### src/hdl/dsf_pkg.sv
package dsf_pkg;

  // field widths
  localparam int IntWidth   = 24;
  localparam int FracWidth  = 30;
  localparam int ZeroWidth  = 4;
  localparam int TotalWidth = 5;
  localparam int ExpWidth   = 8;
  localparam int MantFrac   = 23;

  // significant bits formed before rounding: leading one, mantissa, round bit
  localparam int MantBits = 25;

  localparam int MaxFracDigits = 9;
  localparam int ExpBias       = 127;
  // exponent before the first shift: the leading one of the integer part
  // needs 25 - len shifts to reach the top cell
  localparam int ExpStart      = ExpBias + IntWidth;

  typedef enum logic [1:0] {
    StIdle,
    StPrep,
    StRun,
    StRound
  } dsf_state_e;

  // per-cycle control shared by every mantissa cell
  typedef struct packed {
    logic load;
    logic shift;
  } dsf_cell_ctrl_t;

  // powers of ten up to the largest denominator
  function automatic logic [FracWidth-1:0] pow10(input logic [3:0] n);
    logic [FracWidth-1:0] p;
    case (n)
      4'd0:    p = 30'd1;
      4'd1:    p = 30'd10;
      4'd2:    p = 30'd100;
      4'd3:    p = 30'd1000;
      4'd4:    p = 30'd10000;
      4'd5:    p = 30'd100000;
      4'd6:    p = 30'd1000000;
      4'd7:    p = 30'd10000000;
      4'd8:    p = 30'd100000000;
      4'd9:    p = 30'd1000000000;
      default: p = 30'd1;
    endcase
    return p;
  endfunction

  // number of decimal digits of a value, zero for zero
  function automatic logic [3:0] dec_digits(input logic [FracWidth-1:0] v);
    logic [3:0] d;
    d = '0;
    for (int i = 0; i < 10; i++) begin
      if (v >= pow10(4'(i))) begin
        d = 4'(i + 1);
      end
    end
    return d;
  endfunction

endpackage

### src/hdl/decimal_to_single_float.sv
// Decimal to single-precision converter.
// A transaction is accepted at a rising edge with start high and busy low;
// it carries the integer part, the fraction digits read as an integer, the
// count of zeros after the point, a fraction flag and the sign.
// The result appears on float_bits_o and range_error_o with done_o high for
// exactly one cycle; the receiver cannot stall and must take it then.
// From the accepting edge to the done_o cycle the block passes a set-up
// step (digit count and power-of-ten lookup), one mantissa shift per
// binary place, a step that sees the top cell set and a rounding step.
// The shift count is 25 - bit length of the integer part, plus the
// leading zero binary places of a pure fraction (up to 29 more); range
// errors and zero values finish after the set-up step. The row of 25
// mantissa cells is fed one binary place per cycle by the doubling and
// compare step.
// busy stays high from acceptance until the result cycle; a new transaction
// may be accepted in the cycle in which done_o is high.
// Reset (rst_ni low, asynchronous) returns the block to idle with no result.
module decimal_to_single_float
  import dsf_pkg::*;
(
  input  logic                 clk_i,
  input  logic                 rst_ni,
  input  logic                 start,
  output logic                 busy,
  input  logic [IntWidth-1:0]  int_part_i,
  input  logic [FracWidth-1:0] frac_value_i,
  input  logic [ZeroWidth-1:0] frac_zeros_i,
  input  logic                 has_fraction_i,
  input  logic                 negative_i,
  output logic                 done_o,
  output logic [31:0]          float_bits_o,
  output logic                 range_error_o
);

  dsf_state_e state_q, state_d;

  logic [IntWidth-1:0]  ip_q;
  logic [FracWidth-1:0] fv_q;
  logic [ZeroWidth-1:0] fz_q;
  logic                 hasf_q;
  logic                 neg_q;

  logic [FracWidth-1:0] rem_q, rem_d;
  logic [FracWidth-1:0] den_q, den_d;
  logic [ExpWidth-1:0]  exp_q, exp_d;

  logic                 done_q, done_d;
  logic [31:0]          float_q, float_d;
  logic                 err_q, err_d;

  dsf_cell_ctrl_t       cell_ctrl;
  logic [MantBits-1:0]  mant;

  logic                 frac_on;
  logic [TotalWidth-1:0] total;
  logic [FracWidth:0]   rem2;
  logic                 new_bit;
  logic [MantBits:0]    rnd;
  logic [MantBits-1:0]  rsh;

  // capture the transaction
  always_ff @(posedge clk_i) begin
    if (start && !busy) begin
      ip_q   <= int_part_i;
      fv_q   <= frac_value_i;
      fz_q   <= frac_zeros_i;
      hasf_q <= has_fraction_i;
      neg_q  <= negative_i;
    end
  end

  // mantissa row
  for (genvar k = 0; k < MantBits; k++) begin : g_cell
    logic load_bit;
    logic shift_bit;
    if (k < IntWidth) begin : g_ld
      assign load_bit = ip_q[k];
    end else begin : g_ld0
      assign load_bit = 1'b0;
    end
    if (k == 0) begin : g_first
      assign shift_bit = new_bit;
    end else begin : g_next
      assign shift_bit = mant[k-1];
    end
    dsf_cell u_cell (
      .clk_i       (clk_i),
      .ctrl_i      (cell_ctrl),
      .load_bit_i  (load_bit),
      .shift_bit_i (shift_bit),
      .bit_o       (mant[k])
    );
  end

  // fraction set-up and the doubling step
  assign frac_on = hasf_q && (fv_q != '0);
  assign total   = {1'b0, dec_digits(fv_q)} + TotalWidth'(fz_q);
  assign rem2    = {rem_q, 1'b0};
  assign new_bit = (rem2 >= {1'b0, den_q});

  // rounding: add one at the round bit and drop it
  assign rnd = {1'b0, mant} + (MantBits+1)'(1);
  assign rsh = rnd[MantBits:1];

  // state register
  always_ff @(posedge clk_i or negedge rst_ni) begin
    if (!rst_ni) begin
      state_q <= StIdle;
      done_q  <= 1'b0;
    end else begin
      state_q <= state_d;
      done_q  <= done_d;
    end
  end

  // datapath registers
  always_ff @(posedge clk_i) begin
    rem_q   <= rem_d;
    den_q   <= den_d;
    exp_q   <= exp_d;
    float_q <= float_d;
    err_q   <= err_d;
  end

  // next state and controls
  always_comb begin
    state_d   = state_q;
    rem_d     = rem_q;
    den_d     = den_q;
    exp_d     = exp_q;
    float_d   = float_q;
    err_d     = err_q;
    done_d    = 1'b0;
    cell_ctrl = '0;
    case (state_q)
      StIdle: begin
        if (start) begin
          state_d = StPrep;
        end
      end
      StPrep: begin
        if (frac_on && (total > TotalWidth'(MaxFracDigits))) begin
          float_d = '0;
          err_d   = 1'b1;
          done_d  = 1'b1;
          state_d = StIdle;
        end else if (!frac_on && (ip_q == '0)) begin
          float_d = {neg_q, 31'd0};
          err_d   = 1'b0;
          done_d  = 1'b1;
          state_d = StIdle;
        end else begin
          cell_ctrl.load = 1'b1;
          rem_d   = frac_on ? fv_q : '0;
          den_d   = frac_on ? pow10(total[3:0]) : FracWidth'(1);
          exp_d   = ExpWidth'(ExpStart);
          state_d = StRun;
        end
      end
      StRun: begin
        if (mant[MantBits-1]) begin
          state_d = StRound;
        end else begin
          cell_ctrl.shift = 1'b1;
          rem_d = new_bit ? FracWidth'(rem2 - {1'b0, den_q}) : rem2[FracWidth-1:0];
          exp_d = exp_q - ExpWidth'(1);
        end
      end
      StRound: begin
        if (rsh[MantBits-1]) begin
          float_d = {neg_q, exp_q + ExpWidth'(1), rsh[MantFrac:1]};
        end else begin
          float_d = {neg_q, exp_q, rsh[MantFrac-1:0]};
        end
        err_d   = 1'b0;
        done_d  = 1'b1;
        state_d = StIdle;
      end
      default: begin
        state_d = StIdle;
      end
    endcase
  end

  assign busy          = (state_q != StIdle);
  assign done_o        = done_q;
  assign float_bits_o  = float_q;
  assign range_error_o = err_q;

endmodule

### src/hdl/dsf_cell.sv
module dsf_cell
  import dsf_pkg::*;
(
  input  logic           clk_i,
  input  dsf_cell_ctrl_t ctrl_i,
  input  logic           load_bit_i,
  input  logic           shift_bit_i,
  output logic           bit_o
);

  logic bit_q;

  // one mantissa bit: parallel load, or take the neighbour's bit
  always_ff @(posedge clk_i) begin
    if (ctrl_i.load) begin
      bit_q <= load_bit_i;
    end else if (ctrl_i.shift) begin
      bit_q <= shift_bit_i;
    end
  end

  assign bit_o = bit_q;

endmodule
### config.mk
export PLATFORM = sky130hd
export DESIGN_NAME = decimal_to_single_float
export DESIGN_NICKNAME = d
export VERILOG_FILES = /design/src/hdl/dsf_pkg.sv /design/src/hdl/decimal_to_single_float.sv /design/src/hdl/dsf_cell.sv
export SDC_FILE = /design/constraint.sdc
export NUM_CORES = 1
export LEC_CHECK = 0
export BUFFER_PORTS_ARGS = -buffer_cell sky130_fd_sc_hd__buf_4
export CAP_MARGIN = 30
export CORE_MARGIN = 5
export CORE_UTILIZATION = 35
export CTS_CLUSTER_SIZE = 24
export DETAILED_ROUTE_END_ITERATION = 16
export PLACE_DENSITY = 0.6
export SYNTH_ARGS = -nofsm -noshare
export SYNTH_HDL_FRONTEND = slang
export SYNTH_SLANG_ARGS = --single-unit
### constraint.sdc
create_clock -name clk_i -period 7.8 [get_ports clk_i]
set_input_delay 0.78 -clock clk_i [delete_from_list [all_inputs] [get_ports clk_i]]
set_output_delay 0.78 -clock clk_i [all_outputs]
set_load 0.03 [all_outputs]
; Word-level counts from Yosys, hierarchy flattened
; Memory sizes are Yosys's and may differ from the RTL's. A register that Yosys moved wholly into a read port is not among the register bits.
; Cells that the tools add are included.
[word_totals]
ram_bits = 0
romBits = 480
register_bits = 159
output_inout_bits = 35
inputBits = 63
latch_bits = 0
wordCells = 171
n_memories = 1
[mem_list]
columns = memory, depth, word_bits, rd, rd_clocked_by_memory_dff, write_ports, line_no
row1 = (no name shown), 16, 30, 1, 1, 0, dsf_pkg.sv:36  ; case (n)
[classes]
n_addsub = 5
n_eq_ne = 9
n_bitwise = 2
mux = 88
shifts = 0
n_reduce_logical = 18
n_mul = 0
div = 0
order_cmp = 12
[op_table]
columns = operator, n
row1 = two-way mux 30 bit, 5
row2 = two-way mux 32 bit, 2
row3 = one-hot mux 32 bit (2 select lines), 1
row4 = one-hot mux 30 bit (2 select lines), 1
row5 = two-way mux 1 bit, 58
row6 = two-way mux 4 bit, 9
row7 = greater-or-equal comparator 31 x 30 -> 1 bit, 1
row8 = two-way mux 31 bit, 1
row9 = greater-or-equal comparator 30 x 1 -> 1 bit (second input constant), 1
row10 = greater-or-equal comparator 30 x 10 -> 1 bit (second input constant), 1
row11 = greater-or-equal comparator 30 x 14 -> 1 bit (second input constant), 1
row12 = greater-or-equal comparator 30 x 17 -> 1 bit (second input constant), 1
row13 = greater-or-equal comparator 30 x 20 -> 1 bit (second input constant), 1
row14 = greater-or-equal comparator 30 x 24 -> 1 bit (second input constant), 1
row15 = greater-or-equal comparator 30 x 27 -> 1 bit (second input constant), 1
row16 = greater-or-equal comparator 30 bit (second input constant), 1
row17 = greater-or-equal comparator 30 x 4 -> 1 bit (second input constant), 1
row18 = greater-or-equal comparator 30 x 7 -> 1 bit (second input constant), 1
row19 = nonzero test 30 bit, 1
row20 = subtractor 30 bit, 1
row21 = adder 25 x 1 -> 26 bit (second input constant), 1
row22 = logical NOT 24 bit, 1
row23 = two-way mux 8 bit, 3
row24 = one-hot mux 8 bit (2 select lines), 1
row25 = other kinds (20), 38

; Logic depth before layout (Yosys ltp)
[depth]
word_depth = 17
ltp_mapped = 22
ltp_nobuf = 19

; Cells and area by module
; A second synthesis with hierarchy kept.
[hier_totals]
cells_unflattened = 931
area_unflattened_um2 = 10181.0
[modules_own_cells]
columns = mod, instances, area_each_um2, cells_each
row1 = decimal_to_single_float, 1, 8898.5, 856
row2 = dsf_cell, 25, 51.3, 3

; Least setup slack after synthesis
; No wires, ideal clock.
[synth_timing]
path_type = register to register
start = register fv_q[18]
end = register exp_q[0] (enable)
path_stages_with_launch = 20
t_arrival_ps = 5668
period_less_slack_ps = 6154
path_slack_ps = 1646
n_path_buf = 2
cell_sequence = edfxtp_1 -> or3_1 -> or3_1 -> or2_2 -> or3_1 -> o21ai_0 -> nand2_1 -> a21o_1 -> a31oi_1 -> ha_1 -> inv_1 -> fa_1 -> xor2_1 -> o21ai_0 -> a221oi_1 -> nor2_1 -> nand4bb_1 -> buf_4 -> buf_6 -> o21ai_0
[synth_via]
elab_chain_cells = 16
word_cells_on_any_way = 30
classes_between = add/sub: 1 / order compare: 11 / eq/ne: 2 / mux: 10 / reduce/logical: 6
[synth_rtl]
columns = element, line_no
row1 = start: declaration, decimal_to_single_float.sv:38  ; logic [FracWidth-1:0] fv_q;
row2 = start signal: assignment, decimal_to_single_float.sv:65  ; fv_q <= frac_value_i;
row3 = greater-or-equal comparator 30 x 1 -> 1 bit, dsf_pkg.sv:57  ; if (v >= pow10(4'(i))) begin
row4 = two-way mux 1 bit, dsf_pkg.sv:57
row5 = two-way mux 4 bit (9 in a row), dsf_pkg.sv:57
row6 = adder 4 x 4 -> 5 bit, decimal_to_single_float.sv:97  ; assign total = {1'b0, dec_digits(fv_q)} + TotalWidth'(fz_q);
row7 = greater-than comparator 5 x 4 -> 1 bit, decimal_to_single_float.sv:142  ; if (frac_on && (total > TotalWidth'(MaxFracDigits))) begin
row8 = logical AND 1 bit, decimal_to_single_float.sv:142
row9 = inequality test 2 bit (no source line), -
row10 = AND reduction 4 bit (no source line) (*), -
row11 = end signal: assignment, decimal_to_single_float.sv:120  ; exp_q <= exp_d;
row12 = end: declaration, decimal_to_single_float.sv:45  ; logic [ExpWidth-1:0] exp_q, exp_d;
; Every way passes the cells marked *; elsewhere a longest branch is shown, timed or not.
; A chain may end at the register's enable or synchronous reset.

; Worst setup path after layout
[layout_timing]
start = register fv_q[18]
end = register rem_q[1] (enable)
[layout_via]
elab_chain_cells = 16
word_cells_on_any_way = 30
classes_between = add/sub: 1 / order compare: 11 / eq/ne: 2 / mux: 10 / reduce/logical: 6
[layout_rtl]
columns = element, line_no
row1 = greater-or-equal comparator 30 x 1 -> 1 bit, dsf_pkg.sv:57
row2 = two-way mux 1 bit, dsf_pkg.sv:57
row3 = two-way mux 4 bit (9 in a row), dsf_pkg.sv:57
row4 = adder 4 x 4 -> 5 bit, decimal_to_single_float.sv:97
row5 = greater-than comparator 5 x 4 -> 1 bit, decimal_to_single_float.sv:142
row6 = logical AND 1 bit, decimal_to_single_float.sv:142
row7 = inequality test 2 bit (no source line), -
row8 = AND reduction 4 bit (no source line) (*), -
row9 = end signal: assignment, decimal_to_single_float.sv:118  ; rem_q <= rem_d;
row10 = end: declaration, decimal_to_single_float.sv:43  ; logic [FracWidth-1:0] rem_q, rem_d;
; Marked as above.

==> impl.org <==
** Setup path
- Broken down by cell family, the worst path's largest delay share belongs to simple AND/OR/NAND/NOR gates.
- Max Fanout on Critical Path :: 31
- Worst-case reg-to-reg path depth :: 19
- Critical register-to-register path startpoint :: fv_q[18]
- Walking the worst path, the cells encountered are or3_1, or3_1, or2_2, or3_1, o21ai_0, nand2_1, a21o_1, a31oi_1, ha_1, inv_1, fa_1, ha_1, o21ai_0, a221oi_1, nor2_1, nand4bb_2, buf_4, o21ai_4, buf_4.
- For the worst setup path, the data required time is 7.88 ns.
- STA classifies the critical path startpoint as a flip-flop.
- The endpoint identified for the worst register-to-register timing path is rem_q[1].
- Category of the critical setup timing path :: flip-flop to flip-flop
- For this run, the slowest stage of the critical path takes 0.65 ns.
- Slowest cell on the critical path :: sky130_fd_sc_hd__fa_1
- Cell occurring most often along the worst timing path :: sky130_fd_sc_hd__or3_1
- Slack of the worst reg-to-reg path :: 1.20 ns
- Counting both buffers and inverters, the worst setup path holds a total of 3.
- Arrival time of the worst setup path :: 6.69 ns
- The worst setup path is captured at a flip-flop.

** Yosys
- Number of enable flip-flop cells after synthesis :: 178
- In this run, distinct cell masters in the synthesized netlist total 63.
- sky130_fd_sc_hd__edfxtp_1 is the most common cell in the netlist.
- After synthesis the cells add up to 10050 um^2.
- The synthesized design spends more area on one cell type than any other, namely sky130_fd_sc_hd__edfxtp_1.
- Net count after synthesis :: 1022
- Number of synthesis warnings :: 0
- Post-synthesis sequential area ratio :: 54.11%
- Prevailing post-synth register cell :: sky130_fd_sc_hd__edfxtp_1
- Share of synthesized registers carrying an async set or reset :: 1.648%
- After synthesis the netlist holds a flip-flop and latch count of 182.
- Yosys attributes the largest share of cell area to sky130_fd_sc_hd__edfxtp_1, sky130_fd_sc_hd__ha_1, sky130_fd_sc_hd__o21ai_0, sky130_fd_sc_hd__nand2_1, sky130_fd_sc_hd__xor2_1.
- Count of mapped cells out of synthesis :: 914
- Top cells by count, synth :: sky130_fd_sc_hd__edfxtp_1, sky130_fd_sc_hd__nand2_1, sky130_fd_sc_hd__o21ai_0
- Area share of the largest cell type after synthesis :: 53.16%
- Each instance of the synthesized netlist takes up on average 11.00 um^2.

** GRT
- Number of antenna violations at the first check in global routing :: 0
- The via count of the first global-routing pass came to 7224.
- Entering global routing, the biggest net connects 62 pins.
- Overflow left after global routing :: 0
- The first global-routing pass estimated 40.29 mm of wire.
- Total track usage :: 15.53%

** Power and ir drop
- Across the VDD grid, the largest voltage drop is 0.1535 mV.
- Pwr per Cell Area :: 418.6 nW/um^2
- Total power :: 4974 uW
- For this design the static power due to leakage is 0.004430 uW.

** Worst hold path
- The min-delay analysis places its worst path in the category input port to asynchronous set/reset pin.

** Clock tree
- Later-pin clock latency in the skew report :: 0.44 ns
- In this run, post-CTS hold repair placed 0 buffers.
- Gates resized during post-CTS repair numbered 0.
- CTS tree :: done
- Clock slew at reported path FFs :: 0.08 ns
- The tree is rooted in a sky130_fd_sc_hd__clkbuf_16.
- The number of clock buffers added by TritonCTS is 17.
- Total number of clock tree sinks :: 182
- Number of H-tree branching levels :: 4
- Maximum buffer depth of the clock tree :: 2
- After clock tree synthesis, the setup repair step added 0 buffers.

** Place
- Counting tap cells, the placed design contains a total of 1367 instances.
- Minimum setup slack after placement :: 1.179 ns
- Final HPWL from detailed placement :: 19.42 mm
- Number of buffer cells added on primary ports :: 97
- Routability-driven placement finished with a final weighted congestion of 0.8793.

** Die
- Area of the core :: 28550 um^2
- Die Wd :: 179.5 um
- In this run the count of I/O pins placed on the die edge is 98.
- The die covers 32220 um^2.
- Initial standard-cell utilization of the core :: 35.22%
- Measured along the y axis, the die boundary spans 179.5 um.
- Cell Rows :: 62

** Layout
- The final layout contains 1111 nets.
- For this run, the number of standard cells in the final layout without fillers is 1400.
- The layout has 2816 filler cells.
- Ant diodes :: 0
- Cells fill 41.63% of the core in the end.
- Area growth, synth to finish :: 18.19%
- Of the cells placed in the final design, the portion with a size suffix greater than 1 is 17.81%.

** Routing
- Routed vias/inst :: 5.276
- Initial DRC Count :: 579
- In the final routed layout, each cell accounts on average for 18.31 um.
- Total routed wirelength :: 25.64 mm
- For this block, the via count after detailed routing is 7387.
- The first detailed-routing pass ran for 5 iterations.
- Post-route antenna net violation count :: 0
- Number of remaining DRC errors :: 0

** Timing
- In the finished design, the share of the clock period the worst path needs comes to 84.65%.
- Worst-case headroom to the max-slew limit :: 44.53%
- Aggregate negative setup slack :: 0 ns
- Number of failing hold endpoints at the final stage :: 0
- For the pin with the worst max-slew slack, the measured transition is 0.8320 ns.
- Setup repair after global routing left no endpoint under its margin.
- Timing would allow up to 151.5 MHz.
- The final max-slew violation count is 0.
- The worst path needs 6.602 ns of the cycle, external delays included.
- Worst setup skew after layout :: 0.01435 ns
- Least setup slack across all paths after layout :: 1.198 ns
- Final Setup Violations :: 0

** Run status
- The flow ran to the end, and the final reports show no timing, DRC or antenna violations.

** Run
- Max-capacitance violation count :: 0
-- layer usage --
metal	global-route usage (%)	up-vias	share of wire, %
li1	-	3587	-
met1	22.58	3572	47
met2	24.21	206	46
met3	2.546	22	5.2
met4	4.176	0	1.4
met5	0	-	0
-- how the worst max path moves through the flow --
stage / cells past startpoint / from / slack (ns) / end
2_1_floorplan: 19 / fv_q[18] / 1.65 / exp_q[0]
3_3_place_gp: 20 / fv_q[18] / 1.35 / rem_q[0]
6_report: 19 / fv_q[18] / 1.20 / rem_q[1]
5_1_grt: 20 / fv_q[18] / 0.69 / rem_q[10]
3_5_place_dp: 19 / fv_q[18] / 1.18 / rem_q[0]
4_1_cts: 19 / fv_q[18] / 1.16 / rem_q[1]
-- state kept, by name (all words and copies together) (netlist names), 4 cells and up, named ones only --
| name | cells |
|---|---|
| g_cell.u_cell.bit_o | 25 |
| fz_q | 4 |
| fv_q | 30 |
| ip_q | 24 |
| float_bits_o | 32 |
| rem_q | 30 |
| den_q | 23 |
| exp_q | 8 |
-- cell families (layout without fill, tap and decap cells) --
kind of cell	count (synthesis)	count (layout)	synth area share [%]
AND/OR/NAND/NOR	306	306	14.98
adder cells (fa/ha/maj)	45	45	5.749
flip-flops	182	182	54.11
buffers and inverters	87	189	3.372
multiplexers	36	36	4.019
AO/OA/AOI/OAI	199	199	12.63
XOR/XNOR	59	59	5.139
-- worst register-to-register path, cell delays in order (launching register included) --
cell and delay (ns):
sky130_fd_sc_hd__edfxtp_1 0.46, sky130_fd_sc_hd__or3_1 0.42, sky130_fd_sc_hd__or3_1 0.33, sky130_fd_sc_hd__or2_2 0.29, sky130_fd_sc_hd__or3_1 0.38, sky130_fd_sc_hd__o21ai_0 0.20
sky130_fd_sc_hd__nand2_1 0.08, sky130_fd_sc_hd__a21o_1 0.19, sky130_fd_sc_hd__a31oi_1 0.32, sky130_fd_sc_hd__ha_1 0.24, sky130_fd_sc_hd__inv_1 0.05, sky130_fd_sc_hd__fa_1 0.65
sky130_fd_sc_hd__ha_1 0.27, sky130_fd_sc_hd__o21ai_0 0.11, sky130_fd_sc_hd__a221oi_1 0.49, sky130_fd_sc_hd__nor2_1 0.10, sky130_fd_sc_hd__nand4bb_2 0.61, sky130_fd_sc_hd__buf_4 0.41
sky130_fd_sc_hd__o21ai_4 0.16, sky130_fd_sc_hd__buf_4 0.46
-- cells in the final DEF (no fill, tap or decap), drive strengths merged, types with 9 or more instances in the layout --
cell type | Yosys | layout
nand2 | 81 | 81
nor2b | 10 | 10
mux2 | 23 | 23
o211ai | 11 | 11
buf | 3 | 108
nor2 | 68 | 68
clkbuf | 35 | 17
o21ai | 69 | 69
ha | 43 | 43
nand4 | 16 | 16
mux2i | 13 | 13
a21o | 11 | 11
xnor2 | 29 | 29
nor3 | 16 | 16
and3 | 11 | 11
a21oi | 48 | 48
or3 | 9 | 9
edfxtp | 178 | 178
xor2 | 30 | 30
nor4 | 16 | 16
inv | 49 | 56
nand3 | 43 | 43
-- report_power, final --
group / internal [uW] / total [uW] / switching, uW / leakage, uW
registers: 1560 / 1840 / 277 / 0.00172
clock network: 441 / 887 / 445 / 0.000297
logic: 878 / 2250 / 1370 / 0.00241
total: 2880 / 4970 / 2090 / 0.00443
-- final cells by class --
class,count,area [um^2],share of cell area (%)
sequential,182,5440,45.78
clock inverter,15,197.7,1.664
inverter,49,183.9,1.548
timing repair buffer,108,838.3,7.054
tap,384,480.5,4.043
clock buffer,17,425.4,3.580
multi-input combinational,645,4318,36.33
-- per-stage QoR --
| stage | hold WS [ns] | area [um^2] |
|---|---|---|
| finish | 0.1202 | 11880 |
| global route | 0.09890 | 11880 |
| CTS | 0.1042 | 11860 |
| detailed placement | 0.5729 | 11230 |
| global placement | 0.5733 | 11220 |
| floorplan | 0.4844 | 10050 |
Note: power is estimated with default switching activity, not from simulation.
